--- src/sv/assert_macros.svh ---
// Assertion macros shared by the vignette pipeline modules.
`ifndef ASSERT_MACROS_SVH
`define ASSERT_MACROS_SVH

// Clocked property check on clk_i, disabled while rst_ni is low.
`define RVP_ASSERT(lbl, prop, msg) \
  lbl: assert property (@(posedge clk_i) disable iff (!rst_ni) prop) \
    else $error(msg);

// Condition that must never be true at a clock edge.
`define RVP_ASSERT_NEVER(lbl, expr, msg) \
  `RVP_ASSERT(lbl, !(expr), msg)

`endif

--- src/sv/rvp_pkg.sv ---
// Shared widths, constants and payload types of the radial vignette pipeline.
package rvp_pkg;

  localparam int unsigned COORD_BITS = 12;
  localparam int unsigned FRAC_BITS  = 14;
  localparam int unsigned DIST_FRAC  = 8;
  localparam int unsigned CH_W       = 8;

  localparam int unsigned REG_W      = COORD_BITS + 1;
  localparam int unsigned CFG_IDX_W  = 2;
  localparam int unsigned DIFF_W     = COORD_BITS + 1;
  localparam int unsigned SQ_W       = 2 * COORD_BITS;
  localparam int unsigned SUM_W      = SQ_W + 1;
  localparam int unsigned RADICAND_W = SUM_W + 1 + 2 * DIST_FRAC;
  localparam int unsigned ROOT_W     = RADICAND_W / 2;
  localparam int unsigned REM_W      = ROOT_W + 2;

  localparam int unsigned QUO_W      = FRAC_BITS + 2;
  localparam int unsigned NUM_SHIFT  = FRAC_BITS + 1 - DIST_FRAC;
  localparam int unsigned DIV_PRE    = QUO_W - NUM_SHIFT;
  localparam int unsigned DREM_W     = REG_W + 1;
  localparam int unsigned CMP_W      = ROOT_W + REG_W;

  localparam int unsigned GAIN_W       = FRAC_BITS + 2;
  localparam int unsigned NEAR_W       = FRAC_BITS + 1;
  localparam int unsigned RECIP_K      = FRAC_BITS + 5;
  localparam int unsigned RECIP_W      = FRAC_BITS + 2;
  localparam int unsigned RECIP_PROD_W = NEAR_W + RECIP_W;
  localparam int unsigned TENTH_W      = RECIP_PROD_W - RECIP_K;
  localparam int unsigned CHPROD_W     = CH_W + GAIN_W;

  localparam longint unsigned ONE_INT      = 64'd1 << FRAC_BITS;
  localparam longint unsigned TWO_INT      = ONE_INT << 1;
  localparam longint unsigned GAIN_MAX_INT = ONE_INT + ONE_INT / 10;
  localparam longint unsigned RECIP_M_INT  = ((64'd1 << RECIP_K) + 64'd9) / 64'd10;

  localparam logic [QUO_W-1:0]   ONE_Q    = ONE_INT[QUO_W-1:0];
  localparam logic [QUO_W-1:0]   TWO_Q    = TWO_INT[QUO_W-1:0];
  localparam logic [GAIN_W-1:0]  GAIN_MAX = GAIN_MAX_INT[GAIN_W-1:0];
  localparam logic [RECIP_W-1:0] RECIP_M  = RECIP_M_INT[RECIP_W-1:0];
  localparam logic [CH_W-1:0]    CH_MAX   = {CH_W{1'b1}};
  localparam logic [REG_W-1:0]   RAD_MIN  = {{(REG_W-1){1'b0}}, 1'b1};

  localparam int unsigned WIDTH_RST_INT  = 640;
  localparam int unsigned HEIGHT_RST_INT = 480;
  localparam int unsigned RADIUS_RST_INT = 336;
  localparam logic [REG_W-1:0] WIDTH_RST  = WIDTH_RST_INT[REG_W-1:0];
  localparam logic [REG_W-1:0] HEIGHT_RST = HEIGHT_RST_INT[REG_W-1:0];
  localparam logic [REG_W-1:0] RADIUS_RST = RADIUS_RST_INT[REG_W-1:0];

  typedef enum logic [CFG_IDX_W-1:0] {
    CFG_WIDTH  = 2'd0,
    CFG_HEIGHT = 2'd1,
    CFG_RADIUS = 2'd2
  } cfg_idx_e;

  typedef struct packed {
    logic [COORD_BITS-1:0] pixel_col;
    logic [COORD_BITS-1:0] pixel_row;
    logic [CH_W-1:0]       in_blue;
    logic [CH_W-1:0]       in_green;
    logic [CH_W-1:0]       in_red;
  } pix_in_t;

  typedef struct packed {
    logic [CH_W-1:0] out_blue;
    logic [CH_W-1:0] out_green;
    logic [CH_W-1:0] out_red;
  } pix_out_t;

  typedef struct packed {
    logic [CH_W-1:0] blue;
    logic [CH_W-1:0] green;
    logic [CH_W-1:0] red;
  } rgb_t;

endpackage

--- src/sv/rvp_sqrt.sv ---
// Pipelined integer square root, one result bit per stage.
`include "assert_macros.svh"

module rvp_sqrt (
  input  logic                       clk_i,
  input  logic                       rst_ni,
  input  logic                       adv_i,
  input  logic                       valid_i,
  input  logic [rvp_pkg::SUM_W-1:0]  sum_i,
  input  rvp_pkg::rgb_t              rgb_i,
  output logic                       valid_o,
  output logic [rvp_pkg::ROOT_W-1:0] root_o,
  output rvp_pkg::rgb_t              rgb_o
);
  import rvp_pkg::*;

  typedef struct packed {
    logic [REM_W-1:0]  rem;
    logic [ROOT_W-1:0] root;
  } sq_step_t;

  function automatic sq_step_t sq_step(input logic [REM_W-1:0] rem_in,
                                       input logic [ROOT_W-1:0] root_in,
                                       input logic [1:0] pair);
    logic [REM_W-1:0] rem_t;
    logic [REM_W-1:0] trial;
    logic             geq;
    sq_step_t         res;
    rem_t    = {rem_in[REM_W-3:0], pair};
    trial    = {root_in, 2'b01};
    geq      = (rem_t >= trial);
    res.rem  = geq ? (rem_t - trial) : rem_t;
    res.root = {root_in[ROOT_W-2:0], geq};
    return res;
  endfunction

  logic [RADICAND_W-1:0] radicand;
  logic [ROOT_W-1:0]     v_q;
  logic [REM_W-1:0]      rem_q  [ROOT_W];
  logic [ROOT_W-1:0]     root_q [ROOT_W];
  logic [REM_W-1:0]      rem_d  [ROOT_W];
  logic [ROOT_W-1:0]     root_d [ROOT_W];
  logic [RADICAND_W-1:0] rad_q  [ROOT_W-1];
  rgb_t                  rgb_q  [ROOT_W];

  assign radicand = {1'b0, sum_i, {(2 * DIST_FRAC){1'b0}}};

  always_comb begin
    sq_step_t st;
    st        = sq_step('0, '0, radicand[RADICAND_W-1 -: 2]);
    rem_d[0]  = st.rem;
    root_d[0] = st.root;
    for (int k = 1; k < ROOT_W; k++) begin
      st        = sq_step(rem_q[k-1], root_q[k-1], rad_q[k-1][RADICAND_W-1 -: 2]);
      rem_d[k]  = st.rem;
      root_d[k] = st.root;
    end
  end

  always_ff @(posedge clk_i or negedge rst_ni) begin
    if (!rst_ni) begin
      v_q <= '0;
    end else if (adv_i) begin
      v_q <= {v_q[ROOT_W-2:0], valid_i};
    end
  end

  always_ff @(posedge clk_i) begin
    if (adv_i) begin
      rgb_q[0] <= rgb_i;
      rad_q[0] <= radicand << 2;
      for (int k = 0; k < ROOT_W; k++) begin
        rem_q[k]  <= rem_d[k];
        root_q[k] <= root_d[k];
      end
      for (int k = 1; k < ROOT_W; k++) begin
        rgb_q[k] <= rgb_q[k-1];
      end
      for (int k = 1; k < ROOT_W - 1; k++) begin
        rad_q[k] <= rad_q[k-1] << 2;
      end
    end
  end

  assign valid_o = v_q[ROOT_W-1];
  assign root_o  = root_q[ROOT_W-1];
  assign rgb_o   = rgb_q[ROOT_W-1];

  // floor root leaves a remainder of at most twice the root
  `RVP_ASSERT_NEVER(a_sqrt_rem_bound, valid_o && (rem_q[ROOT_W-1] > {1'b0, root_o, 1'b0}), "sqrt remainder exceeds twice the root")

endmodule

--- config.mk ---
export PLATFORM = sky130hd
export DESIGN_NAME = rvp_sqrt
export DESIGN_NICKNAME = d
export VERILOG_FILES = /design/src/sv/rvp_pkg.sv /design/src/sv/rvp_sqrt.sv
export VERILOG_INCLUDE_DIRS = /design/src /design/src/sv
export SDC_FILE = /design/constraint.sdc
export NUM_CORES = 2
export LEC_CHECK = 0
export ABC_AREA = 1
export ABC_CLOCK_PERIOD_IN_PS = 2650
export BUFFER_PORTS_ARGS = -buffer_cell sky130_fd_sc_hd__buf_2
export CAP_MARGIN = 20
export CORE_ASPECT_RATIO = 0.75
export CORE_MARGIN = 4
export CORE_UTILIZATION = 50
export DETAILED_ROUTE_END_ITERATION = 10
export GPL_TIMING_DRIVEN = 0
export HOLD_SLACK_MARGIN = 0.15
export MAX_ROUTING_LAYER = met4
export PLACE_DENSITY = 0.72
export SYNTH_ARGS = -nofsm -noshare
export SYNTH_HDL_FRONTEND = slang
export SYNTH_SLANG_ARGS = --single-unit
--- constraint.sdc ---
create_clock -name clk_i -period 2.65 [get_ports clk_i]
set_input_delay 0.6625 -clock clk_i [delete_from_list [all_inputs] [get_ports clk_i]]
set_output_delay 0.6625 -clock clk_i [all_outputs]
set_load 0.02 [all_outputs]
==> impl_metrics.py <==
metrics = {
    "synth": {
        "synth.distinct_cells": 59,
        "syn_nets": 6010,
        "ys.flop_type": "edfxtp_1",
        "yosys_warnings": 0,
        "synth_seq_cells": 1295,
        "synth_area_leaders": "edfxtp_1 63%, nand2_1 9.5%, inv_1 5.2%",
        "syn_area_per_cell_sq_um": 10.7,
        "syn_inst": 5713,
        "yosysTopAreaCell": "edfxtp_1",
        "synth-async-reset-ratio": 0.0162,
        "seq_area_frac_synth": 0.636,
        "syn_area_sq_um": 61000,
        "synth_edf_count": 1274,
        "yosysTopAreaCellShare": 0.627,
    },
    "final_layout": {
        "drive_above_1_share": 0.0823,
        "layout.cells.non_filler": 7743,
        "num-fill-cells": 10300,
        "nets": 6310,
        "seqCellArea_sq_um": 38800,
        "multi_input_area_sq_um": 18600,
        "final_core_util": 0.569,
        "areaGrowthSynthToFinish_pct": 12.5,
    },
    "detailed_routing": {
        "routed_via_density": 5.12,
        "num_vias": 39700,
        "drc": 0,
        "wl_per_cell_um": 17.1,
        "routed_wl_um": 132000,
        "firstDrtPassIters": 6,
        "ant_nets": 0,
        "drt_iter0_markers": 3700,
    },
    "timing": {
        "rsz0062_at_grt": "false",
        "setup_violations": 0,
        "worst_slew_pin_slew_ns": 0.895,
        "worst_slack_ns": 0.0640,
        "fin_worst_skew_ns": 0.0245,
        "maxSlewViolCount": 0,
        "slew_headroom": 0.403,
        "fmax_ghz": 0.387,
        "finalSetupTns_ns": 0,
        "hold_viol": 0,
        "fin_crit_ns": 2.59,
        "fin_crit_sh": 0.976,
    },
    "place": {
        "dp.cells": 7442,
        "io_buffers": 98,
        "place.gp.congestion": 0.915,
        "dp_slack_ns": -1.65,
        "dp_hpwl_um": 96400,
    },
    "clock_tree": {
        "root_buffer": "clkbuf_16",
        "cts-htree-levels": 4,
        "clkTransAtPathRegs_ns": 0.06,
        "clkLatencyLatePin_ns": 0.76,
        "clockBufferDepth": 3,
        "cts_tree": "done",
        "cts_buffers": 132,
        "cts_sinks": 1295,
    },
    "min_path": {
        "hp-class": "in -> reg",
    },
    "floorplanning": {
        "design.portCount": 99,
        "fp.dieH_um": 310,
        "die_area_sq_um": 128000,
        "start_util": 0.506,
        "coreArea_sq_um": 121000,
        "row_count": 110,
        "fp.dieW_um": 411,
    },
    "grt": {
        "grt_pass1_vias": 36900,
        "antenna_found_initial": 4,
        "grt_max_degree": 167,
        "grt_pass1_wl_um": 207000,
        "overflow": 0,
        "grt_util_all_layers": 0.214,
    },
    "critical_path": {
        "crit_type": "reg -> reg",
        "required_ns": 3.16,
        "startpoint_type": "flip-flop",
        "endpoint_kind": "flip-flop",
        "crit_arrival_ns": 3.10,
        "crit_fanout": 10,
    },
    "run": {
        "max_cap_viol_count": 0,
    },
    "power_and_ir_drop": {
        "sw_frac_of_total": 0.280,
        "seqPwrFrac": 0.492,
        "clkPwrFrac": 0.335,
        "leakagePower_nw": 29.1,
        "p_switching_mw": 14.9,
        "ir_worst_vdd_v": 0.000697,
        "comb_power_share": 0.173,
        "p_int_mw": 38.3,
        "power.density_nw_per_um2": 775,
    },
    "status": {
        "status": "finished clean",
    },
}
## area by class of cell
cell class,count,share of cell area
Sequential cell,1295,0.565
Multi-Input combinational cell,3519,0.271
Clock buffer,154,0.0503
Inverter,853,0.0468
Tap cell,1624,0.0296
Timing Repair Buffer,166,0.0213
Clock inverter,81,0.00997
Buffer,46,0.00620
Antenna cell,5,0.000182
## sequential cells by signal, summed over array words and instances (netlist names)
signal	flops
rgb_q	504
rem_q	383
root_q	231
rad_q	156
v_q	21
## critical path, stage by stage, from the launching register on
cell and delay, ns:
edfxtp_1 0.49, inv_1 0.08, ha_1 0.42, inv_1 0.09, nor2_1 0.16, nand2_1 0.12, nor2_1 0.11, nand2_1 0.12
nand3_2 0.11, inv_2 0.09, buf_6 0.16, o21ai_0 0.38
## stage by stage
step | power (mW) | hold WS [ns] | instance area, sq um
after floorplan | 32.4 | 0.367 | 61000
after global placement | 36.1 | 0.400 | 63500
after detailed placement | 35.5 | 0.405 | 63700
after CTS | 53.6 | 0.368 | 68600
after global routing | 56.0 | 0.340 | 68600
final | 53.2 | 0.352 | 68600
## cells by family after synthesis
group                      synth area share
AOI/OAI and AO/OA                    0.0447
muxes                              0.000185
adders and majority gates            0.0509
other                             0.0000615
buffers and inverters                0.0596
DFF                                   0.636
and+or+nand+nor                       0.186
xor gates and xnor gates             0.0227
## power by group through the flow
stage               clock, mW  combinational [mW]  sequential (mW)
floorplan                   0                6.35             26.0
global placement            0                8.77             27.3
detailed placement          0                8.93             26.6
CTS                      18.4                9.09             26.1
global route             19.3                10.4             26.3
finish                   17.8                9.20             26.1
## what timing repair did
action | in CTS | in global routing
hold endpoints to repair | 71 | 0
setup endpoints to repair | 330 | 40
cloned | 6 | 1
pin swaps | 0 | 1
gates resized for setup | 1 | 4
buffers inserted | 0 | 3
hold buffers | 51 | 0
## synthesized netlist by cell type, types with 4 or more instances
library cell  count
a21oi_2          24
xor2_1           85
o21bai_1          7
nand4_1          76
clkbuf_1          5
inv_2             9
dfrtp_1          21
buf_2             5
buf_6            23
nand2_1        1540
nor3_1           47
fa_1              7
nor2_2           13
nand3b_1         71
o21a_1            5
nand3_4           7
and3_1            4
o21ai_0         153
xnor2_1          71
o21ai_2          31
nor2_4           10
inv_1           840
buf_4            11
and2_1           13
nand3_1         304
a21oi_1         198
ha_1            237
nor3_2            5
nor2_1          476
edfxtp_1       1274
o21ai_1          53
nand2_2          18
nand3_2          19
or2_2             8
## per-layer routing
layer	vias to the layer above	wire length, um	global-route usage
met4	0	1980	0.0451
met2	1099	50600	0.274
met3	141	9390	0.0452
li1	19800	-	-
met1	18600	70400	0.345
met5	-	0	-
## worst paths after layout
| check | cells after the start | start | to | slack, ns |
|---|---|---|---|---|
| worst max-delay path | 11 | root_q[1][74] | rem_q[3][6] | 0.06 |
| worst min-delay path | 1 | adv_i | rad_q[0][21] | 0.35 |
| worst max register to register | 11 | root_q[1][74] | rem_q[3][6] | 0.06 |
| worst min register to register | 0 | rgb_q[1][38] | rgb_q[1][62] | 0.40 |
| max in group asynchronous | 2 | rst_ni | v_q[12] | 1.89 |
| min in group asynchronous | 2 | rst_ni | v_q[20] | 0.42 |
## cell usage in the layout (no fill, tap or decap), drive strengths merged, types with 14 or more instances in the layout
cell,n
a21oi,224
and2,14
buf,149
clkbuf,160
clkinv,59
dfrtp,21
dlygate4sd3,51
edfxtp,1274
ha,237
inv,864
nand2,1560
nand3,330
nand3b,72
nand4,77
nor2,500
nor3,54
o21ai,237
or2,14
xnor2,71
xor2,86
Note: power is estimated with default switching activity, not from simulation.
