[config.mk]
export PLATFORM = sky130hd
export DESIGN_NAME = rvp_div
export DESIGN_NICKNAME = d
export VERILOG_FILES = /design/src/sv/rvp_pkg.sv /design/src/sv/rvp_div.sv
export VERILOG_INCLUDE_DIRS = /design/src /design/src/sv
export SDC_FILE = /design/constraint.sdc
export NUM_CORES = 1
export LEC_CHECK = 0
export ABC_AREA = 1
export CORE_MARGIN = 2
export CORE_UTILIZATION = 37
export CTS_CLUSTER_DIAMETER = 60
export CTS_CLUSTER_SIZE = 12
export DETAILED_ROUTE_END_ITERATION = 16
export DONT_BUFFER_PORTS = 1
export PLACE_DENSITY = 0.54
export SLEW_MARGIN = 5
export SYNTH_ARGS = -nofsm -noshare
export SYNTH_HDL_FRONTEND = slang
export SYNTH_SLANG_ARGS = --single-unit
[constraint.sdc]
create_clock -name clk_i -period 1.8 [get_ports clk_i]
set_input_delay 0.09 -clock clk_i [delete_from_list [all_inputs] [get_ports clk_i]]
set_output_delay 0.09 -clock clk_i [all_outputs]
set_load 0.005 [all_outputs]
[src/sv/assert_macros.svh]
// Assertion macros shared by the vignette pipeline modules.
`ifndef ASSERT_MACROS_SVH
`define ASSERT_MACROS_SVH

// Clocked property check on clk_i, disabled while rst_ni is low.
`define RVP_ASSERT(lbl, prop, msg) \
  lbl: assert property (@(posedge clk_i) disable iff (!rst_ni) prop) \
    else $error(msg);

// Condition that must never be true at a clock edge.
`define RVP_ASSERT_NEVER(lbl, expr, msg) \
  `RVP_ASSERT(lbl, !(expr), msg)

`endif

[src/sv/rvp_pkg.sv]
// Shared widths, constants and payload types of the radial vignette pipeline.
package rvp_pkg;

  localparam int unsigned COORD_BITS = 12;
  localparam int unsigned FRAC_BITS  = 14;
  localparam int unsigned DIST_FRAC  = 8;
  localparam int unsigned CH_W       = 8;

  localparam int unsigned REG_W      = COORD_BITS + 1;
  localparam int unsigned CFG_IDX_W  = 2;
  localparam int unsigned DIFF_W     = COORD_BITS + 1;
  localparam int unsigned SQ_W       = 2 * COORD_BITS;
  localparam int unsigned SUM_W      = SQ_W + 1;
  localparam int unsigned RADICAND_W = SUM_W + 1 + 2 * DIST_FRAC;
  localparam int unsigned ROOT_W     = RADICAND_W / 2;
  localparam int unsigned REM_W      = ROOT_W + 2;

  localparam int unsigned QUO_W      = FRAC_BITS + 2;
  localparam int unsigned NUM_SHIFT  = FRAC_BITS + 1 - DIST_FRAC;
  localparam int unsigned DIV_PRE    = QUO_W - NUM_SHIFT;
  localparam int unsigned DREM_W     = REG_W + 1;
  localparam int unsigned CMP_W      = ROOT_W + REG_W;

  localparam int unsigned GAIN_W       = FRAC_BITS + 2;
  localparam int unsigned NEAR_W       = FRAC_BITS + 1;
  localparam int unsigned RECIP_K      = FRAC_BITS + 5;
  localparam int unsigned RECIP_W      = FRAC_BITS + 2;
  localparam int unsigned RECIP_PROD_W = NEAR_W + RECIP_W;
  localparam int unsigned TENTH_W      = RECIP_PROD_W - RECIP_K;
  localparam int unsigned CHPROD_W     = CH_W + GAIN_W;

  localparam longint unsigned ONE_INT      = 64'd1 << FRAC_BITS;
  localparam longint unsigned TWO_INT      = ONE_INT << 1;
  localparam longint unsigned GAIN_MAX_INT = ONE_INT + ONE_INT / 10;
  localparam longint unsigned RECIP_M_INT  = ((64'd1 << RECIP_K) + 64'd9) / 64'd10;

  localparam logic [QUO_W-1:0]   ONE_Q    = ONE_INT[QUO_W-1:0];
  localparam logic [QUO_W-1:0]   TWO_Q    = TWO_INT[QUO_W-1:0];
  localparam logic [GAIN_W-1:0]  GAIN_MAX = GAIN_MAX_INT[GAIN_W-1:0];
  localparam logic [RECIP_W-1:0] RECIP_M  = RECIP_M_INT[RECIP_W-1:0];
  localparam logic [CH_W-1:0]    CH_MAX   = {CH_W{1'b1}};
  localparam logic [REG_W-1:0]   RAD_MIN  = {{(REG_W-1){1'b0}}, 1'b1};

  localparam int unsigned WIDTH_RST_INT  = 640;
  localparam int unsigned HEIGHT_RST_INT = 480;
  localparam int unsigned RADIUS_RST_INT = 336;
  localparam logic [REG_W-1:0] WIDTH_RST  = WIDTH_RST_INT[REG_W-1:0];
  localparam logic [REG_W-1:0] HEIGHT_RST = HEIGHT_RST_INT[REG_W-1:0];
  localparam logic [REG_W-1:0] RADIUS_RST = RADIUS_RST_INT[REG_W-1:0];

  typedef enum logic [CFG_IDX_W-1:0] {
    CFG_WIDTH  = 2'd0,
    CFG_HEIGHT = 2'd1,
    CFG_RADIUS = 2'd2
  } cfg_idx_e;

  typedef struct packed {
    logic [COORD_BITS-1:0] pixel_col;
    logic [COORD_BITS-1:0] pixel_row;
    logic [CH_W-1:0]       in_blue;
    logic [CH_W-1:0]       in_green;
    logic [CH_W-1:0]       in_red;
  } pix_in_t;

  typedef struct packed {
    logic [CH_W-1:0] out_blue;
    logic [CH_W-1:0] out_green;
    logic [CH_W-1:0] out_red;
  } pix_out_t;

  typedef struct packed {
    logic [CH_W-1:0] blue;
    logic [CH_W-1:0] green;
    logic [CH_W-1:0] red;
  } rgb_t;

endpackage

[src/sv/rvp_div.sv]
// Pipelined restoring divider: scaled distance over corner radius.
`include "assert_macros.svh"

module rvp_div (
  input  logic                       clk_i,
  input  logic                       rst_ni,
  input  logic                       adv_i,
  input  logic                       valid_i,
  input  logic [rvp_pkg::ROOT_W-1:0] root_i,
  input  logic [rvp_pkg::REG_W-1:0]  rad_i,
  input  rvp_pkg::rgb_t              rgb_i,
  output logic                       valid_o,
  output logic [rvp_pkg::QUO_W-1:0]  quo_o,
  output logic                       ovf_o,
  output rvp_pkg::rgb_t              rgb_o
);
  import rvp_pkg::*;

  typedef struct packed {
    logic [DREM_W-1:0] rem;
    logic              qbit;
  } dv_step_t;

  function automatic dv_step_t dv_step(input logic [DREM_W-1:0] rem_in,
                                       input logic nbit,
                                       input logic [REG_W-1:0] den);
    logic [DREM_W-1:0] rem_t;
    logic              geq;
    dv_step_t          res;
    rem_t    = {rem_in[DREM_W-2:0], nbit};
    geq      = (rem_t >= {1'b0, den});
    res.rem  = geq ? (rem_t - {1'b0, den}) : rem_t;
    res.qbit = geq;
    return res;
  endfunction

  logic [ROOT_W+NUM_SHIFT-1:0] num;
  logic [QUO_W-1:0]            low0;
  logic [DREM_W-1:0]           rem0;
  logic                        ovf0;
  logic [QUO_W-1:0]            v_q;
  logic [DREM_W-1:0]           rem_q [QUO_W];
  logic [QUO_W-1:0]            quo_q [QUO_W];
  logic [DREM_W-1:0]           rem_d [QUO_W];
  logic [QUO_W-1:0]            quo_d [QUO_W];
  logic [QUO_W-1:0]            low_q [QUO_W-1];
  logic                        ovf_q [QUO_W];
  rgb_t                        rgb_q [QUO_W];

  // quotient needs QUO_W bits unless the numerator reaches rad << QUO_W
  assign num  = {root_i, {NUM_SHIFT{1'b0}}};
  assign low0 = num[QUO_W-1:0];
  assign rem0 = {2'b00, root_i[ROOT_W-1:DIV_PRE]};
  assign ovf0 = ({{REG_W{1'b0}}, root_i} >=
                 {{(CMP_W-REG_W-DIV_PRE){1'b0}}, rad_i, {DIV_PRE{1'b0}}});

  always_comb begin
    dv_step_t st;
    st       = dv_step(rem0, low0[QUO_W-1], rad_i);
    rem_d[0] = st.rem;
    quo_d[0] = {{(QUO_W-1){1'b0}}, st.qbit};
    for (int k = 1; k < QUO_W; k++) begin
      st       = dv_step(rem_q[k-1], low_q[k-1][QUO_W-1], rad_i);
      rem_d[k] = st.rem;
      quo_d[k] = {quo_q[k-1][QUO_W-2:0], st.qbit};
    end
  end

  always_ff @(posedge clk_i or negedge rst_ni) begin
    if (!rst_ni) begin
      v_q <= '0;
    end else if (adv_i) begin
      v_q <= {v_q[QUO_W-2:0], valid_i};
    end
  end

  always_ff @(posedge clk_i) begin
    if (adv_i) begin
      ovf_q[0] <= ovf0;
      rgb_q[0] <= rgb_i;
      low_q[0] <= low0 << 1;
      for (int k = 0; k < QUO_W; k++) begin
        rem_q[k] <= rem_d[k];
        quo_q[k] <= quo_d[k];
      end
      for (int k = 1; k < QUO_W; k++) begin
        ovf_q[k] <= ovf_q[k-1];
        rgb_q[k] <= rgb_q[k-1];
      end
      for (int k = 1; k < QUO_W - 1; k++) begin
        low_q[k] <= low_q[k-1] << 1;
      end
    end
  end

  assign valid_o = v_q[QUO_W-1];
  assign quo_o   = quo_q[QUO_W-1];
  assign ovf_o   = ovf_q[QUO_W-1];
  assign rgb_o   = rgb_q[QUO_W-1];

  `RVP_ASSERT(a_div_rem_below_den, valid_o && !ovf_o |-> rem_q[QUO_W-1] < {1'b0, rad_i}, "divider remainder not below divisor")

endmodule

==> results.py <==
metrics = {
    "layout": {
        "post-route-util_pct": 52.5,
        "fillers": 9458,
        "areaGrowthSynthToFinish_pct": 40.4,
        "finalNetCount": 5138,
        "diodes": 0,
        "drive_gt1_share_pct": 41.0,
    },
    "floorplan": {
        "start_util_pct": 37.4,
        "die_area_um2": 113000,
        "boundaryPins": 104,
        "die_w_um": 336,
        "rows": 121,
        "core-area_um2": 109000,
        "die_h_um": 336,
    },
    "logic_synthesis": {
        "ys_types": 45,
        "synth_xor_area_share_pct": 2.10,
        "yosys_warnings": 0,
        "yosys-mux-area-fraction_pct": 0.0551,
        "synthAdderAreaFrac_pct": 7.44,
        "synth_top_family_by_area": "simple AND/OR/NAND/NOR gates",
        "syn_inst": 3908,
        "synth-seq-cells": 783,
        "synthArstFlopShare_pct": 2.04,
        "synth_compound_area_share_pct": 3.17,
        "synthFlopType": "edfxtp_1",
        "netlist_area_um2": 40800,
        "synth-seq-area-share_pct": 57.4,
        "avgSynthCellArea_um2": 10.5,
        "synth-simple-area-share_pct": 22.2,
        "synth_nets": 4204,
        "synth-edff-count": 767,
    },
    "sta": {
        "fin_crit_ps": 1980,
        "fin_crit_sh_pct": 110,
        "fin_ws_ps": -177,
        "slew_viol_final": 0,
        "max_freq_ghz": 0.506,
        "setup_violations": 173,
        "max_slew.worst_pin.slew_ps": 930,
        "skew_ps": 28.4,
        "slew_headroom_pct": 38.0,
        "hold_viol": 0,
        "rsz0062_at_grt": "yes",
    },
    "placed_design": {
        "preCtsSetupSlack_ps": -256,
        "port-buffer-count": 0,
        "dpl.hpwl_um": 64600,
        "gp_congestion": 0.890,
    },
    "grt": {
        "grt_overflow": 0,
        "grt_pass1_vias": 28100,
        "grt_max_degree": 798,
        "grt_pass1_wl_um": 151000,
        "grt_util_all_layers_pct": 17.0,
        "antenna_found_initial": 1,
    },
    "outcome": {
        "violations": "setup timing",
        "status": "finished with violations",
    },
    "power_and_ir_drop": {
        "peakVddDrop_mv": 0.860,
        "fin_total_pwr_mw": 88.5,
        "power.density_nw_per_um2": 1540,
        "leakagePower_nw": 25.3,
    },
    "drt": {
        "drt-met1-wl_um": 45700,
        "met2_length_um": 47900,
        "vias": 29100,
        "antenna_left": 0,
        "viasPerCell": 4.57,
        "drc": 0,
        "wirelength_um": 101000,
        "drt_iter0_drc": 1654,
        "wire_per_inst_um": 15.9,
        "first_pass_iters": 5,
        "met3WireLength_um": 4270,
        "top_layer_used": "met5",
    },
    "clock_network": {
        "clockBufferDepth": 3,
        "cts_tree": "built",
        "clk_pin_slew_ps": 60,
        "numCtsBuffers": 92,
        "cts_max_level": 3,
        "clkLatencyLatePin_ps": 680,
        "clock-sinks": 783,
        "cts_root_buffer": "clkbuf_16",
    },
    "critical_path": {
        "path_class": "register to register",
        "end_kind": "register",
        "start_kind": "register",
        "crit_required_ps": 2220,
        "worstPathMaxFanout": 5,
        "worstPathArrival_ps": 2400,
        "reg2regPathDepth": 10,
    },
    "worst_hold_path": {
        "hp-class": "input port to register",
        "hold_depth": 1,
    },
    "run": {
        "drv_cap": 0,
    },
}
## final timing paths
path                                              from                     end  slack (ps)
worst min register to register   quo_q[1][1]$_DFFE_PP_  quo_q[1][18]$_DFFE_PP_         400
worst max register to register  rem_q[1][50]$_DFFE_PP_  rem_q[1][57]$_DFFE_PP_        -180
min in group asynchronous                       rst_ni     v_q[11]$_DFFE_PN0P_         430
worst min-delay path                             adv_i  rgb_q[0][95]$_DFFE_PP_          10
worst max-delay path            rem_q[1][50]$_DFFE_PP_  rem_q[1][57]$_DFFE_PP_        -180
max in group asynchronous                       rst_ni      v_q[0]$_DFFE_PN0P_         920
## worst max-delay path: stages (launching register included)
cell and delay, ps:
edfxtp_1 490, ha_4 340, nand2_4 50, buf_4 140, nor2_4 110, inv_2 50
nor2_4 70, nand2_2 90, nand3_4 140, clkbuf_16 180, o21ai_2 50
## power breakdown
part	switching (mW)	internal, mW
registers	2.28	24.5
clock network	7.68	9.85
logic	22.8	21.4
## cell usage after synthesis, drive strengths merged, types with 3 or more instances
cell type     n  area share (%)
nand2      1244              12
edfxtp      767              56
inv         656             6.0
nand3       286             4.7
ha          219             6.7
nor2        176             2.2
nand4       156             2.6
o21ai        92             1.7
xor2         90             1.9
a21oi        85             1.4
buf          63             1.6
dfrtp        16            0.98
fa           15            0.74
and2         10            0.21
nor3         10            0.18
xnor2         8            0.17
clkbuf        3           0.028
## routing by layer
layer | track usage (%) | up-vias
met5 | 0 | -
met4 | 5.36 | 2
met3 | 2.92 | 158
met2 | 27.7 | 486
met1 | 23.2 | 13600
li1 | - | 14900
## flip-flops by register name, summed over array words and instances, names as in the netlist
name and count:
low_q 36, rgb_q 384, v_q 16, rem_q 195, quo_q 136, ovf_q 16
## repair_timing
action / CTS / global route
endpoints found under the hold margin: 863 / 149
hold buffers: 85 / 3
resized for setup: 329 / 552
endpoints found under the setup margin: 192 / 207
gates cloned: 9 / 16
setup buffers: 94 / 80
pin swaps: 119 / 253
## metrics by stage
step | hold slack (ps) | instances | setup TNS (ps) | area (um2)
final | 14.2 | 6367 | -13700 | 57300
after floorplan | -206 | 3908 | -27040 | 41200
after global placement | -205 | 5941 | -24060 | 47500
after detailed placement | -205 | 5941 | -25970 | 47500
after global routing | -0.379 | 6367 | -26940 | 57300
after CTS | -503 | 6272 | -8890 | 53800
## cells in the final DEF, fill, tap and decap left out, types with 40 or more instances in the layout
cell type      instances
nor2_2                40
nand3_4               51
clkbuf_16            107
nand3_1              126
nor2_1                93
inv_2                 95
nand3_2              115
nand4_1              151
nand2_1              842
edfxtp_1             767
buf_4                689
xor2_1                80
a21oi_1               61
nand2_4              101
ha_1                  75
nand2_2              299
buf_12                48
buf_6                 60
nor2_4                43
dlygate4sd3_1         80
inv_1                545
o21ai_2               69
ha_4                 143
## cell families (layout without fill, tap and decap cells)
logic type | after synthesis | after routing
DFF | 783 | 783
and+or+nand+nor | 1887 | 1894
buffers and inverters | 723 | 1699
adders and majority gates | 234 | 234
muxes | 2 | 2
AOI/OAI and AO/OA | 181 | 181
xor gates and xnor gates | 98 | 98
## final cells by class
| class | count | area [um2] | area share, % |
|---|---|---|---|
| clock buffer | 103 | 2350 | 4.10 |
| clock inverter | 40 | 504 | 0.879 |
| inverter | 657 | 2520 | 4.39 |
| multi-input combinational | 2409 | 18500 | 32.3 |
| sequential | 783 | 23400 | 40.9 |
| tap | 1476 | 1850 | 3.22 |
| timing repair buffer | 899 | 8160 | 14.2 |
No activity file was read; power rests on OpenSTA's default activity.
