**src/sv/assert_macros.svh**
```systemverilog
// Assertion macros shared by the vignette pipeline modules.
`ifndef ASSERT_MACROS_SVH
`define ASSERT_MACROS_SVH

// Clocked property check on clk_i, disabled while rst_ni is low.
`define RVP_ASSERT(lbl, prop, msg) \
  lbl: assert property (@(posedge clk_i) disable iff (!rst_ni) prop) \
    else $error(msg);

// Condition that must never be true at a clock edge.
`define RVP_ASSERT_NEVER(lbl, expr, msg) \
  `RVP_ASSERT(lbl, !(expr), msg)

`endif

```
**src/sv/rvp_pkg.sv**
```systemverilog
// Shared widths, constants and payload types of the radial vignette pipeline.
package rvp_pkg;

  localparam int unsigned COORD_BITS = 12;
  localparam int unsigned FRAC_BITS  = 14;
  localparam int unsigned DIST_FRAC  = 8;
  localparam int unsigned CH_W       = 8;

  localparam int unsigned REG_W      = COORD_BITS + 1;
  localparam int unsigned CFG_IDX_W  = 2;
  localparam int unsigned DIFF_W     = COORD_BITS + 1;
  localparam int unsigned SQ_W       = 2 * COORD_BITS;
  localparam int unsigned SUM_W      = SQ_W + 1;
  localparam int unsigned RADICAND_W = SUM_W + 1 + 2 * DIST_FRAC;
  localparam int unsigned ROOT_W     = RADICAND_W / 2;
  localparam int unsigned REM_W      = ROOT_W + 2;

  localparam int unsigned QUO_W      = FRAC_BITS + 2;
  localparam int unsigned NUM_SHIFT  = FRAC_BITS + 1 - DIST_FRAC;
  localparam int unsigned DIV_PRE    = QUO_W - NUM_SHIFT;
  localparam int unsigned DREM_W     = REG_W + 1;
  localparam int unsigned CMP_W      = ROOT_W + REG_W;

  localparam int unsigned GAIN_W       = FRAC_BITS + 2;
  localparam int unsigned NEAR_W       = FRAC_BITS + 1;
  localparam int unsigned RECIP_K      = FRAC_BITS + 5;
  localparam int unsigned RECIP_W      = FRAC_BITS + 2;
  localparam int unsigned RECIP_PROD_W = NEAR_W + RECIP_W;
  localparam int unsigned TENTH_W      = RECIP_PROD_W - RECIP_K;
  localparam int unsigned CHPROD_W     = CH_W + GAIN_W;

  localparam longint unsigned ONE_INT      = 64'd1 << FRAC_BITS;
  localparam longint unsigned TWO_INT      = ONE_INT << 1;
  localparam longint unsigned GAIN_MAX_INT = ONE_INT + ONE_INT / 10;
  localparam longint unsigned RECIP_M_INT  = ((64'd1 << RECIP_K) + 64'd9) / 64'd10;

  localparam logic [QUO_W-1:0]   ONE_Q    = ONE_INT[QUO_W-1:0];
  localparam logic [QUO_W-1:0]   TWO_Q    = TWO_INT[QUO_W-1:0];
  localparam logic [GAIN_W-1:0]  GAIN_MAX = GAIN_MAX_INT[GAIN_W-1:0];
  localparam logic [RECIP_W-1:0] RECIP_M  = RECIP_M_INT[RECIP_W-1:0];
  localparam logic [CH_W-1:0]    CH_MAX   = {CH_W{1'b1}};
  localparam logic [REG_W-1:0]   RAD_MIN  = {{(REG_W-1){1'b0}}, 1'b1};

  localparam int unsigned WIDTH_RST_INT  = 640;
  localparam int unsigned HEIGHT_RST_INT = 480;
  localparam int unsigned RADIUS_RST_INT = 336;
  localparam logic [REG_W-1:0] WIDTH_RST  = WIDTH_RST_INT[REG_W-1:0];
  localparam logic [REG_W-1:0] HEIGHT_RST = HEIGHT_RST_INT[REG_W-1:0];
  localparam logic [REG_W-1:0] RADIUS_RST = RADIUS_RST_INT[REG_W-1:0];

  typedef enum logic [CFG_IDX_W-1:0] {
    CFG_WIDTH  = 2'd0,
    CFG_HEIGHT = 2'd1,
    CFG_RADIUS = 2'd2
  } cfg_idx_e;

  typedef struct packed {
    logic [COORD_BITS-1:0] pixel_col;
    logic [COORD_BITS-1:0] pixel_row;
    logic [CH_W-1:0]       in_blue;
    logic [CH_W-1:0]       in_green;
    logic [CH_W-1:0]       in_red;
  } pix_in_t;

  typedef struct packed {
    logic [CH_W-1:0] out_blue;
    logic [CH_W-1:0] out_green;
    logic [CH_W-1:0] out_red;
  } pix_out_t;

  typedef struct packed {
    logic [CH_W-1:0] blue;
    logic [CH_W-1:0] green;
    logic [CH_W-1:0] red;
  } rgb_t;

endpackage

```
**src/sv/rvp_gain.sv**
```systemverilog
// Gain stages: clamp scale, form the gain and apply it to the three channels.
`include "assert_macros.svh"

module rvp_gain (
  input  logic                      clk_i,
  input  logic                      rst_ni,
  input  logic                      adv_i,
  input  logic                      valid_i,
  input  logic [rvp_pkg::QUO_W-1:0] quo_i,
  input  logic                      ovf_i,
  input  rvp_pkg::rgb_t             rgb_i,
  output logic                      valid_o,
  output rvp_pkg::pix_out_t         pix_o
);
  import rvp_pkg::*;

  function automatic logic [CH_W-1:0] sat_ch(input logic [CHPROD_W-1:0] prod);
    logic [CHPROD_W-FRAC_BITS-1:0] hi;
    hi = prod[CHPROD_W-1:FRAC_BITS];
    return (hi > {{(CHPROD_W-FRAC_BITS-CH_W){1'b0}}, CH_MAX}) ? CH_MAX : hi[CH_W-1:0];
  endfunction

  logic [3:0]              v_q;
  logic [QUO_W-1:0]        qc;
  logic [QUO_W-1:0]        diff;
  logic [NEAR_W-1:0]       near_n;
  logic                    near_d;
  logic [RECIP_PROD_W-1:0] tprod_d;
  logic [TENTH_W-1:0]      tenth;
  logic [GAIN_W-1:0]       g_d;

  logic [QUO_W-1:0]        qc_q;
  logic                    near_q;
  logic [RECIP_PROD_W-1:0] tprod_q;
  logic [GAIN_W-1:0]       g_q;
  logic [CHPROD_W-1:0]     pb_q;
  logic [CHPROD_W-1:0]     pg_q;
  logic [CHPROD_W-1:0]     pr_q;
  rgb_t                    rgb1_q;
  rgb_t                    rgb2_q;
  pix_out_t                pix_q;

  // clamp scale at two, then take a tenth of the distance below one
  always_comb begin
    qc      = (ovf_i || (quo_i > TWO_Q)) ? TWO_Q : quo_i;
    near_d  = (qc < ONE_Q);
    diff    = ONE_Q - qc;
    near_n  = near_d ? diff[NEAR_W-1:0] : '0;
    tprod_d = {{RECIP_W{1'b0}}, near_n} * {{NEAR_W{1'b0}}, RECIP_M};
  end

  always_comb begin
    tenth = tprod_q[RECIP_PROD_W-1:RECIP_K];
    g_d   = near_q ? (ONE_Q + {{(GAIN_W-TENTH_W){1'b0}}, tenth}) : (TWO_Q - qc_q);
  end

  always_ff @(posedge clk_i or negedge rst_ni) begin
    if (!rst_ni) begin
      v_q <= '0;
    end else if (adv_i) begin
      v_q <= {v_q[2:0], valid_i};
    end
  end

  always_ff @(posedge clk_i) begin
    if (adv_i) begin
      qc_q    <= qc;
      near_q  <= near_d;
      tprod_q <= tprod_d;
      rgb1_q  <= rgb_i;
      g_q     <= g_d;
      rgb2_q  <= rgb1_q;
      pb_q    <= {{GAIN_W{1'b0}}, rgb2_q.blue}  * {{CH_W{1'b0}}, g_q};
      pg_q    <= {{GAIN_W{1'b0}}, rgb2_q.green} * {{CH_W{1'b0}}, g_q};
      pr_q    <= {{GAIN_W{1'b0}}, rgb2_q.red}   * {{CH_W{1'b0}}, g_q};
      pix_q.out_blue  <= sat_ch(pb_q);
      pix_q.out_green <= sat_ch(pg_q);
      pix_q.out_red   <= sat_ch(pr_q);
    end
  end

  assign valid_o = v_q[3];
  assign pix_o   = pix_q;

  `RVP_ASSERT(a_gain_bound, v_q[1] |-> g_q <= GAIN_MAX, "gain above its upper bound")

endmodule

```
**config.mk**
```make
export PLATFORM = sky130hd
export DESIGN_NAME = rvp_gain
export DESIGN_NICKNAME = d
export VERILOG_FILES = /design/src/sv/rvp_pkg.sv /design/src/sv/rvp_gain.sv
export VERILOG_INCLUDE_DIRS = /design/src /design/src/sv
export SDC_FILE = /design/constraint.sdc
export NUM_CORES = 1
export LEC_CHECK = 0
export BUFFER_PORTS_ARGS = -buffer_cell sky130_fd_sc_hd__buf_2
export CAP_MARGIN = 20
export CORE_UTILIZATION = 60
export CTS_CLUSTER_SIZE = 28
export DETAILED_ROUTE_END_ITERATION = 8
export PLACE_DENSITY_LB_ADDON = 0.08
export SLEW_MARGIN = 20
export SYNTH_ARGS = -nofsm -noshare
export SYNTH_HDL_FRONTEND = slang
export SYNTH_SLANG_ARGS = --single-unit
```
**constraint.sdc**
```tcl
create_clock -name clk_i -period 8.4 [get_ports clk_i]
set_input_delay 1.68 -clock clk_i [delete_from_list [all_inputs] [get_ports clk_i]]
set_output_delay 1.68 -clock clk_i [all_outputs]
set_load 0.1 [all_outputs]
```
==> results.sh, run 1 <==
export IMPL_antenna_found_initial=0
export IMPL_endpoint_kind="flip-flop"
export IMPL_die_y_um=182
export IMPL_cts_made_buffers=17
export IMPL_max_vdd_ir_drop_v=0.000185
export IMPL_min_period_ps=8450
export IMPL_cts_root_buf="clkbuf_16"
export IMPL_slowest_delay_ps=540
export IMPL_cts_clk_slew_worst_paths_ps=70
export IMPL_clk_path_buf_depth=2
export IMPL_p_clk_share_pct=16.3
export IMPL_ys_types=63
export IMPL_p_sw_mw=2.08
export IMPL_gp_congestion=0.917
export IMPL_yosysTopAreaCell="fa_1"
export IMPL_ctsHoldBuffers=0
export IMPL_clk_latency_ps=450
export IMPL_netlist_top_cells_area="fa_1 (32%), edfxtp_1 (23%), ha_1 (15%), inv_1 (6.6%), and2_1 (6.0%)"
export IMPL_synth_seq_cells=151
export IMPL_synth_top_family_by_area="adder cells"
export IMPL_fin_nets=2560
export IMPL_ys_warn_count=0
export IMPL_crit_type="in -> reg"
export IMPL_syn2layout_area_growth_pct=10.9
export IMPL_diodes=0
export IMPL_p_per_area_mw_per_mm2=225
export IMPL_finalMaxSlewViolations=0
export IMPL_start_util_pct=61.4
export IMPL_place_ws_ps=-585
export IMPL_portBuffers=69
export IMPL_grt_first_pass_wirelength_um=69000
export IMPL_rr_worst_depth=15
export IMPL_maxCapViolations=0
export IMPL_vias=13078
export IMPL_stdcell_count=2386
export IMPL_p_comb_share_pct=59.0
export IMPL_fin_crit_sh_pct=101
export IMPL_grt_max_degree=78
export IMPL_synthTopCellsByCount="inv_1 (340), fa_1 (308), nand2_1 (238)"
export IMPL_hold_worst_slack_ps=410
export IMPL_io_pins=70
export IMPL_drc_errors=0
export IMPL_slew_headroom_pct=31.6
export IMPL_outcome="finished with violations"
export IMPL_pwr_share_seq_pct=24.7
export IMPL_ys_seq_area_share_pct=23.2
export IMPL_synth_edff_count=147
export IMPL_power_mw=4.86
export IMPL_dpl_hpwl_um=31000
export IMPL_gr_usage_all_layers_pct=26.6
export IMPL_timing_critical_path_arrival_ps=8660
export IMPL_drt_iter0_markers=646
export IMPL_rows=65
export IMPL_cp_required_ps=8610
export IMPL_place_area_mm2=0.0208
export IMPL_swShare_pct=42.8
export IMPL_finalSetupViolCount=5
export IMPL_p_leak_nw=10.7
export IMPL_yosys_area_share_simple_pct=14.6
export IMPL_finClkSkew_ps=18.8
export IMPL_ant_nets=0
export IMPL_drt_wl_total_um=40300
export IMPL_synthAdderAreaFrac_pct=46.8
export IMPL_finalInstanceArea_mm2=0.0216
export IMPL_firstDrtPassIters=7
export IMPL_cts_tree="yes"
export IMPL_die_w_um=182
export IMPL_hold_viol=0
export IMPL_worstMarginPinSlew_ps=1030
export IMPL_timing_fmax_mhz=118
export IMPL_setup_slack_ps=-50.4
export IMPL_setup_tns_final_ps=-169
export IMPL_synth_compound_area_share_pct=4.17
export IMPL_syn_inst=1855
export IMPL_slowest_stage="fa_2"
export IMPL_grt_pass1_vias=14056
export IMPL_core_area_mm2=0.0317
export IMPL_dieArea_mm2=0.0332
export IMPL_rsz0062_at_grt="yes"
export IMPL_cts_sinks=151
export IMPL_synthArstFlopShare_pct=2.65
export IMPL_grt_overflow_total=0
export IMPL_syn_area_per_cell_um2=10.5
export IMPL_syn_nets=2444
export IMPL_layout_drive_gt1_share_pct=12.6
export IMPL_dp_cells=2345
export IMPL_synth_most_common_cell="inv_1"
export IMPL_crit_path_max_fanout=5
export IMPL_synthMuxAreaShare_pct=0.289
export IMPL_avgViaCountPerCell=5.48
export IMPL_hold_depth=0
export IMPL_cts_max_level=4
export IMPL_holdCritPathClass="reg -> reg"
export IMPL_crit_path_start_kind="input port"
export IMPL_syn_area_mm2=0.0195
export IMPL_post_route_util_pct=68.1
export IMPL_synth_top_area_share_pct=31.7
export IMPL_synthXorXnorAreaFrac_pct=3.10
export IMPL_intPower_mw=2.78
export IMPL_failed_checks="negative setup slack"
export IMPL_crit_path_frequent_cell="fa_1"
export IMPL_synth_top_flop_cell="edfxtp_1"
export IMPL_detail_route_wl_per_cell_um=16.9
==> final timing paths <==
kind,slack [ps],startpoint,endpoint
hold / removal,410,rgb1_q[0],rgb2_q[0]
max in group asynchronous,7260,rst_ni,v_q[3]
setup reg to reg,2370,g_q[4],pg_q[23]
setup / recovery,-50,quo_i[9],tprod_q[30]
min in group asynchronous,1020,rst_ni,v_q[2]
hold reg to reg,410,rgb1_q[0],rgb2_q[0]
==> cell families after synthesis <==
group                      after synthesis
muxes                                    5
xor gates and xnor gates                69
AOI/OAI and AO/OA                      115
and+or+nand+nor                        563
buffers and inverters                  408
DFF                                    151
adders and majority gates              544
==> power by group through the flow <==
stage                     logic (mW)  clock network (mW)  registers [mW]
after global placement          2.76                   0            1.21
after global routing            3.31               0.839            1.22
final                           2.87               0.791            1.20
after floorplan                 2.11                   0            1.29
after CTS                       2.90               0.812            1.20
after detailed placement        2.86                   0            1.22
==> layout make-up <==
class | count | area (um^2)
multi-input combinational | 1296 | 13700
fill | 2483 | 10100
sequential | 151 | 4510
inverter | 342 | 1280
timing repair buffer | 163 | 1060
tap | 402 | 503
clock buffer | 22 | 474
clock inverter | 10 | 120
==> per-layer routing <==
metal / part of all wire, % / global-route usage [%]
met4: 2.2 / 7.70
met3: 3.7 / 3.69
met2: 51 / 46.2
met1: 43 / 34.9
met5: 0 / 0
==> placed cells by master, fill, tap and decap left out, types with 8 or more instances in the layout <==
cell type,count
xnor2_1,39
clkbuf_16,17
buf_4,93
or3_1,29
and2_1,186
o21a_1,8
ha_1,228
edfxtp_1,147
a21oi_1,29
buf_2,68
nand2_1,236
nor2_1,40
inv_1,339
o21ai_0,16
nor3_1,11
fa_1,305
xor2_1,30
a21o_1,11
==> worst max-delay path, delay by kind of cell <==
kind | cells | cell delay, ps
buf+inv | 4 | 250
fa+ha+maj | 8 | 3120
xor+xnor | 2 | 280
compound gates | 6 | 940
simple gates | 10 | 2380
==> flip-flops by register name, indices dropped and copies added (netlist names) <==
| register | flops |
|---|---|
| g_q | 16 |
| near_q | 1 |
| pb_q | 10 |
| pg_q | 10 |
| pix_o | 24 |
| pr_q | 10 |
| qc_q | 16 |
| rgb1_q | 24 |
| rgb2_q | 24 |
| tprod_q | 12 |
| v_q | 4 |
==> what timing repair did <==
action / in CTS / in global routing
endpoints found under the setup margin: 4 / 11
hold endpoints to repair: 0 / 0
setup buffers: 3 / 10
resized for setup: 6 / 25
pin swaps: 9 / 20
Note: power is estimated with default switching activity, not from simulation.
==> inputs of run 2 (changes only) <==
--- a/config.mk
+++ b/config.mk
@@ -7,7 +7,6 @@
 export NUM_CORES = 1
 export LEC_CHECK = 0
 export BUFFER_PORTS_ARGS = -buffer_cell sky130_fd_sc_hd__buf_2
-export CAP_MARGIN = 20
 export CORE_UTILIZATION = 60
 export CTS_CLUSTER_SIZE = 28
 export DETAILED_ROUTE_END_ITERATION = 8
==> constraint.sdc (replaced) <==
create_clock -name clk_i -period 10.65 [get_ports clk_i]
set_input_delay 2.13 -clock clk_i [delete_from_list [all_inputs] [get_ports clk_i]]
set_output_delay 2.13 -clock clk_i [all_outputs]
set_load 0.1 [all_outputs]
==> results.sh, run 2 (synthesis gave the netlist of run 1 again) <==
export IMPL_outcome="complete, no violations"
export IMPL_layout_area_seq_mm2=0.00451
export IMPL_core_area_mm2=0.0317
export IMPL_die_y_um=182
export IMPL_grt_overflow_total=0
export IMPL_p_leak_nw=10.2
export IMPL_layout_common_cells="inv_1 (340), fa_1 (308), nand2_1 (238), ha_1 (236), and2_1 (187)"
export IMPL_die_w_um=182
export IMPL_start_util_pct=61.4
export IMPL_hold_viol=0
export IMPL_stdcell_count=2299
export IMPL_gp_congestion=0.906
export IMPL_grt_first_pass_wirelength_um=67800
export IMPL_drc_errors=0
export IMPL_timing_critical_path_arrival_ps=9750
export IMPL_dieArea_mm2=0.0332
export IMPL_maxCapViolations=0
export IMPL_crit_path_frequent_cell="fa_1"
export IMPL_drt_iter0_markers=687
export IMPL_slew_headroom_pct=28.8
export IMPL_cts_max_level=4
export IMPL_finClkSkew_ps=16.0
export IMPL_post_cts_buffers=0
export IMPL_critPathLaunch="quo_i[0]"
export IMPL_antenna_found_initial=0
export IMPL_grt_pass1_vias=14028
export IMPL_p_sw_mw=1.62
export IMPL_detail_route_wl_per_cell_um=17.4
export IMPL_holdCritPathClass="reg -> reg"
export IMPL_rsz0062_at_grt="no"
export IMPL_p_clk_share_pct=16.6
export IMPL_crit_path_max_fanout=6
export IMPL_critPathCapture="tprod_q[27]"
export IMPL_timing_rr_start="g_q[4]"
export IMPL_rows=65
export IMPL_layout_drive_gt1_share_pct=7.01
export IMPL_rr_worst_depth=15
export IMPL_firstDrtPassIters=5
export IMPL_slowest_delay_ps=620
export IMPL_min_period_ps=9540
export IMPL_vias=12759
export IMPL_finalSetupViolCount=0
export IMPL_avgViaCountPerCell=5.55
export IMPL_endpoint_kind="flip-flop"
export IMPL_portBuffers=69
export IMPL_layout_commonest_cell="inv_1"
export IMPL_dpl_hpwl_um=30600
export IMPL_slowest_stage="a2111oi_2"
export IMPL_dp_cells=2268
export IMPL_cts_tree="yes"
export IMPL_syn2layout_area_growth_pct=6.49
export IMPL_max_vdd_ir_drop_v=0.000143
export IMPL_fin_crit_sh_pct=89.6
export IMPL_cts_sinks=151
export IMPL_finalMaxSlewViolations=0
export IMPL_ctsHoldBuffers=0
export IMPL_diodes=0
export IMPL_io_pins=70
export IMPL_crit_type="in -> reg"
export IMPL_grt_max_degree=98
export IMPL_cts_resized=0
export IMPL_crit_path_start_kind="input port"
export IMPL_ant_nets=0
export IMPL_fill_cells=2598
export IMPL_reg2reg_slack_ps=4620
export IMPL_gr_usage_all_layers_pct=26.4
export IMPL_cts_made_buffers=17
export IMPL_timing_fmax_mhz=105
export IMPL_clk_latency_ps=450
export IMPL_cts_clk_slew_worst_paths_ps=70
export IMPL_hold_start="rgb1_q[21]"
export IMPL_hold_depth=0
export IMPL_worstMarginPinSlew_ps=1070
export IMPL_setup_tns_final_ps=0
export IMPL_pwr_share_seq_pct=24.8
export IMPL_clk_path_buf_depth=2
export IMPL_swShare_pct=42.7
export IMPL_multi_input_area_mm2=0.0134
export IMPL_intPower_mw=2.18
export IMPL_timing_rr_end="pg_q[23]"
export IMPL_p_per_area_mw_per_mm2=183
export IMPL_fin_nets=2474
export IMPL_cts_root_buf="clkbuf_16"
export IMPL_drt_wl_total_um=40100
export IMPL_cp_required_ps=10850
export IMPL_p_comb_share_pct=58.7
## run 2: cell count changes in the layout (fill, tap and decap cells not counted), sizes merged
cell / before / now
buf: 163 / 77
clkbuf: 22 / 17
clkinv: 3 / 7
inv: 342 / 345
bufinv: 2 / 3
clkinvlp: 5 / 1
## run 2: cell type report
cell class | count | share of cell area (%)
clock buffer | 17 | 2.05
timing repair buffer | 77 | 1.98
multi-input combinational | 1296 | 64.7
clock inverter | 14 | 0.839
sequential | 151 | 21.8
tap | 402 | 2.43
inverter | 342 | 6.19
## run 2: worst min-delay path by stage
stage                 endpoint  slack [ps]
global route         rgb2_q[7]         420
CTS                 rgb2_q[23]         420
global placement    rgb2_q[23]         400
finish              rgb2_q[21]         420
floorplan            rgb2_q[0]         400
detailed placement  rgb2_q[12]         410
## run 2: power groups by stage
| stage | Combinational, mW | Clock [mW] | Sequential, mW |
|---|---|---|---|
| floorplan | 1.67 | 0 | 1.02 |
| global placement | 2.16 | 0 | 0.950 |
| detailed placement | 2.24 | 0 | 0.953 |
| CTS | 2.27 | 0.643 | 0.941 |
| global route | 2.56 | 0.662 | 0.956 |
| finish | 2.23 | 0.629 | 0.941 |
## run 2: routing by layer
layer | part of all wire, % | track usage [%]
met5 | 0 | 0
met3 | 3.4 | 3.61
met1 | 42 | 32.4
met4 | 2.3 | 8.47
met2 | 52 | 47.9
## run 2: critical path, delay by kind of cell
family / cells / cell delay, ps
AOI/OAI and AO/OA: 9 / 2090
and+or+nand+nor: 7 / 1640
xor gates and xnor gates: 2 / 270
adders and majority gates: 8 / 3320
buffers and inverters: 4 / 300
## run 2: metrics by stage
step | area [um^2] | total power, mW | setup slack, ps | hold slack, ps | utilization, %
global route | 20700 | 4.18 | 692 | 421 | 65.4
CTS | 20700 | 3.85 | 1110 | 421 | 65.4
global placement | 20100 | 3.11 | 771 | 401 | 63.5
finish | 20700 | 3.80 | 1110 | 419 | 65.4
floorplan | 19500 | 2.68 | 1430 | 400 | -
detailed placement | 20100 | 3.19 | 639 | 405 | 63.5
==> inputs of run 3 (changes only) <==
==> constraint.sdc (replaced) <==
create_clock -name clk_i -period 9.4 [get_ports clk_i]
set_input_delay 1.88 -clock clk_i [delete_from_list [all_inputs] [get_ports clk_i]]
set_output_delay 1.88 -clock clk_i [all_outputs]
set_load 0.1 [all_outputs]
==> results.sh, run 3 (synthesis gave the netlist of run 1 again) <==
export IMPL_layout_commonest_cell="inv_1"
export IMPL_antenna_found_initial=0
export IMPL_endpoint_kind="flip-flop"
export IMPL_drt_wl_total_um=40200
export IMPL_clk_path_buf_depth=2
export IMPL_cts_tree="yes"
export IMPL_grt_max_degree=78
export IMPL_finalSetupViolCount=0
export IMPL_grt_overflow_total=0
export IMPL_cts_max_level=4
export IMPL_maxCapViolations=0
export IMPL_crit_path_start_kind="input port"
export IMPL_finClkSkew_ps=17.1
export IMPL_ant_nets=0
export IMPL_hold_depth=0
export IMPL_cts_resized=0
export IMPL_outcome="complete, no violations"
export IMPL_place_area_mm2=0.0202
export IMPL_portBuffers=69
export IMPL_cts_made_buffers=17
export IMPL_core_area_mm2=0.0317
export IMPL_multi_input_area_mm2=0.0134
export IMPL_setup_tns_final_ps=0
export IMPL_grt_first_pass_wirelength_um=68200
export IMPL_p_per_area_mw_per_mm2=207
export IMPL_io_pins=70
export IMPL_layout_area_seq_mm2=0.00451
export IMPL_avgViaCountPerCell=5.53
export IMPL_gr_usage_all_layers_pct=26.6
export IMPL_cts_clk_slew_worst_paths_ps=80
export IMPL_timing_fmax_mhz=112
export IMPL_detail_route_wl_per_cell_um=17.4
export IMPL_gp_congestion=0.909
export IMPL_timing_rr_end="pg_q[23]"
export IMPL_slowest_delay_ps=590
export IMPL_die_y_um=182
export IMPL_ctsHoldBuffers=0
export IMPL_drc_errors=0
export IMPL_fin_nets=2478
export IMPL_cts_sinks=151
export IMPL_crit_path_frequent_cell="fa_1"
export IMPL_rows=65
export IMPL_vias=12739
export IMPL_fill_cells=2532
export IMPL_post_cts_buffers=0
export IMPL_worstMarginPinSlew_ps=1080
export IMPL_hold_end="rgb2_q[18]"
export IMPL_crit_path_max_fanout=6
export IMPL_reg2reg_slack_ps=3450
export IMPL_start_util_pct=61.4
export IMPL_slowest_stage="fa_1"
export IMPL_holdCritPathClass="reg -> reg"
export IMPL_dpl_hpwl_um=30400
export IMPL_finalInstanceArea_mm2=0.0208
export IMPL_die_w_um=182
export IMPL_fin_crit_sh_pct=95.2
export IMPL_cts_root_buf="clkbuf_16"
export IMPL_diodes=0
export IMPL_p_leak_nw=10.3
export IMPL_layout_drive_gt1_share_pct=7.26
export IMPL_max_vdd_ir_drop_v=0.000189
export IMPL_min_period_ps=8950
export IMPL_timing_rr_start="g_q[4]"
export IMPL_hold_start="rgb1_q[18]"
export IMPL_cp_required_ps=9620
export IMPL_timing_critical_path_arrival_ps=9170
export IMPL_syn2layout_area_growth_pct=6.69
export IMPL_rsz0062_at_grt="no"
export IMPL_layout_common_cells="inv_1 (340), fa_1 (308), nand2_1 (238), ha_1 (236), and2_1 (187)"
export IMPL_firstDrtPassIters=5
export IMPL_grt_pass1_vias=14107
export IMPL_finalMaxSlewViolations=0
export IMPL_drt_iter0_markers=602
export IMPL_hold_viol=0
export IMPL_crit_type="in -> reg"
export IMPL_slew_headroom_pct=27.8
export IMPL_dieArea_mm2=0.0332
export IMPL_clk_latency_ps=470
export IMPL_rr_worst_depth=15
export IMPL_hold_worst_slack_ps=422
==> run 3: changes by cell type in the layout (fill, tap and decap cells not counted), sizes merged <==
cell / delta
bufinv: -3
clkinvlp: -1
inv: +8
buf: +4
clkinv: -3
==> run 3: stage by stage <==
| step | util (%) | setup WS [ps] | total power [mW] | std cells |
|---|---|---|---|---|
| after floorplan | - | 431 | 3.04 | 1855 |
| after global placement | 63.6 | 95.3 | 3.52 | 2272 |
| after detailed placement | 63.6 | -38.4 | 3.61 | 2272 |
| after CTS | 65.5 | 472 | 4.37 | 2304 |
| after global routing | 65.5 | 51.4 | 4.76 | 2304 |
| final | 65.5 | 449 | 4.31 | 2304 |
==> run 3: worst max-delay path, delay by kind of cell <==
family          cells  cell delay [ps]
compound gates      6              920
xor+xnor            2              270
simple gates       10             2290
buf+inv             5              470
fa+ha+maj           8             3340
==> run 3: per-layer routing <==
layer | part of all wire (%) | track usage (%) | routed length [um]
met1 | 42 | 32.5 | 17000
met2 | 52 | 48.0 | 20800
met3 | 3.4 | 3.97 | 1370
met4 | 2.6 | 8.97 | 1030
met5 | 0 | 0 | 0
==> run 3: worst max path at each step <==
stage / endpoint / cells after the start / startpoint / slack, ps
2_1_floorplan: tprod_q[27] / 30 / quo_i[0] / 430
3_3_place_gp: tprod_q[27] / 31 / quo_i[6] / 100
3_5_place_dp: tprod_q[30] / 31 / quo_i[6] / -40
4_1_cts: tprod_q[30] / 31 / quo_i[6] / 470
5_1_grt: tprod_q[30] / 31 / quo_i[6] / 50
6_report: tprod_q[30] / 31 / quo_i[6] / 450
==> run 3: final cells by class <==
class	count	share of cell area, %
Timing Repair Buffer	81	2.13
Clock buffer	17	2.05
Inverter	342	6.18
Multi-Input combinational cell	1296	64.6
Tap cell	402	2.42
Clock inverter	15	0.885
Sequential cell	151	21.7
==> run 3: power breakdown <==
part	switching (mW)	internal [mW]	total, mW	leakage [nW]
registers	0.116	0.956	1.07	1.46
clock network	0.354	0.365	0.719	0.299
logic	1.43	1.09	2.52	8.51
total	1.90	2.41	4.31	10.3
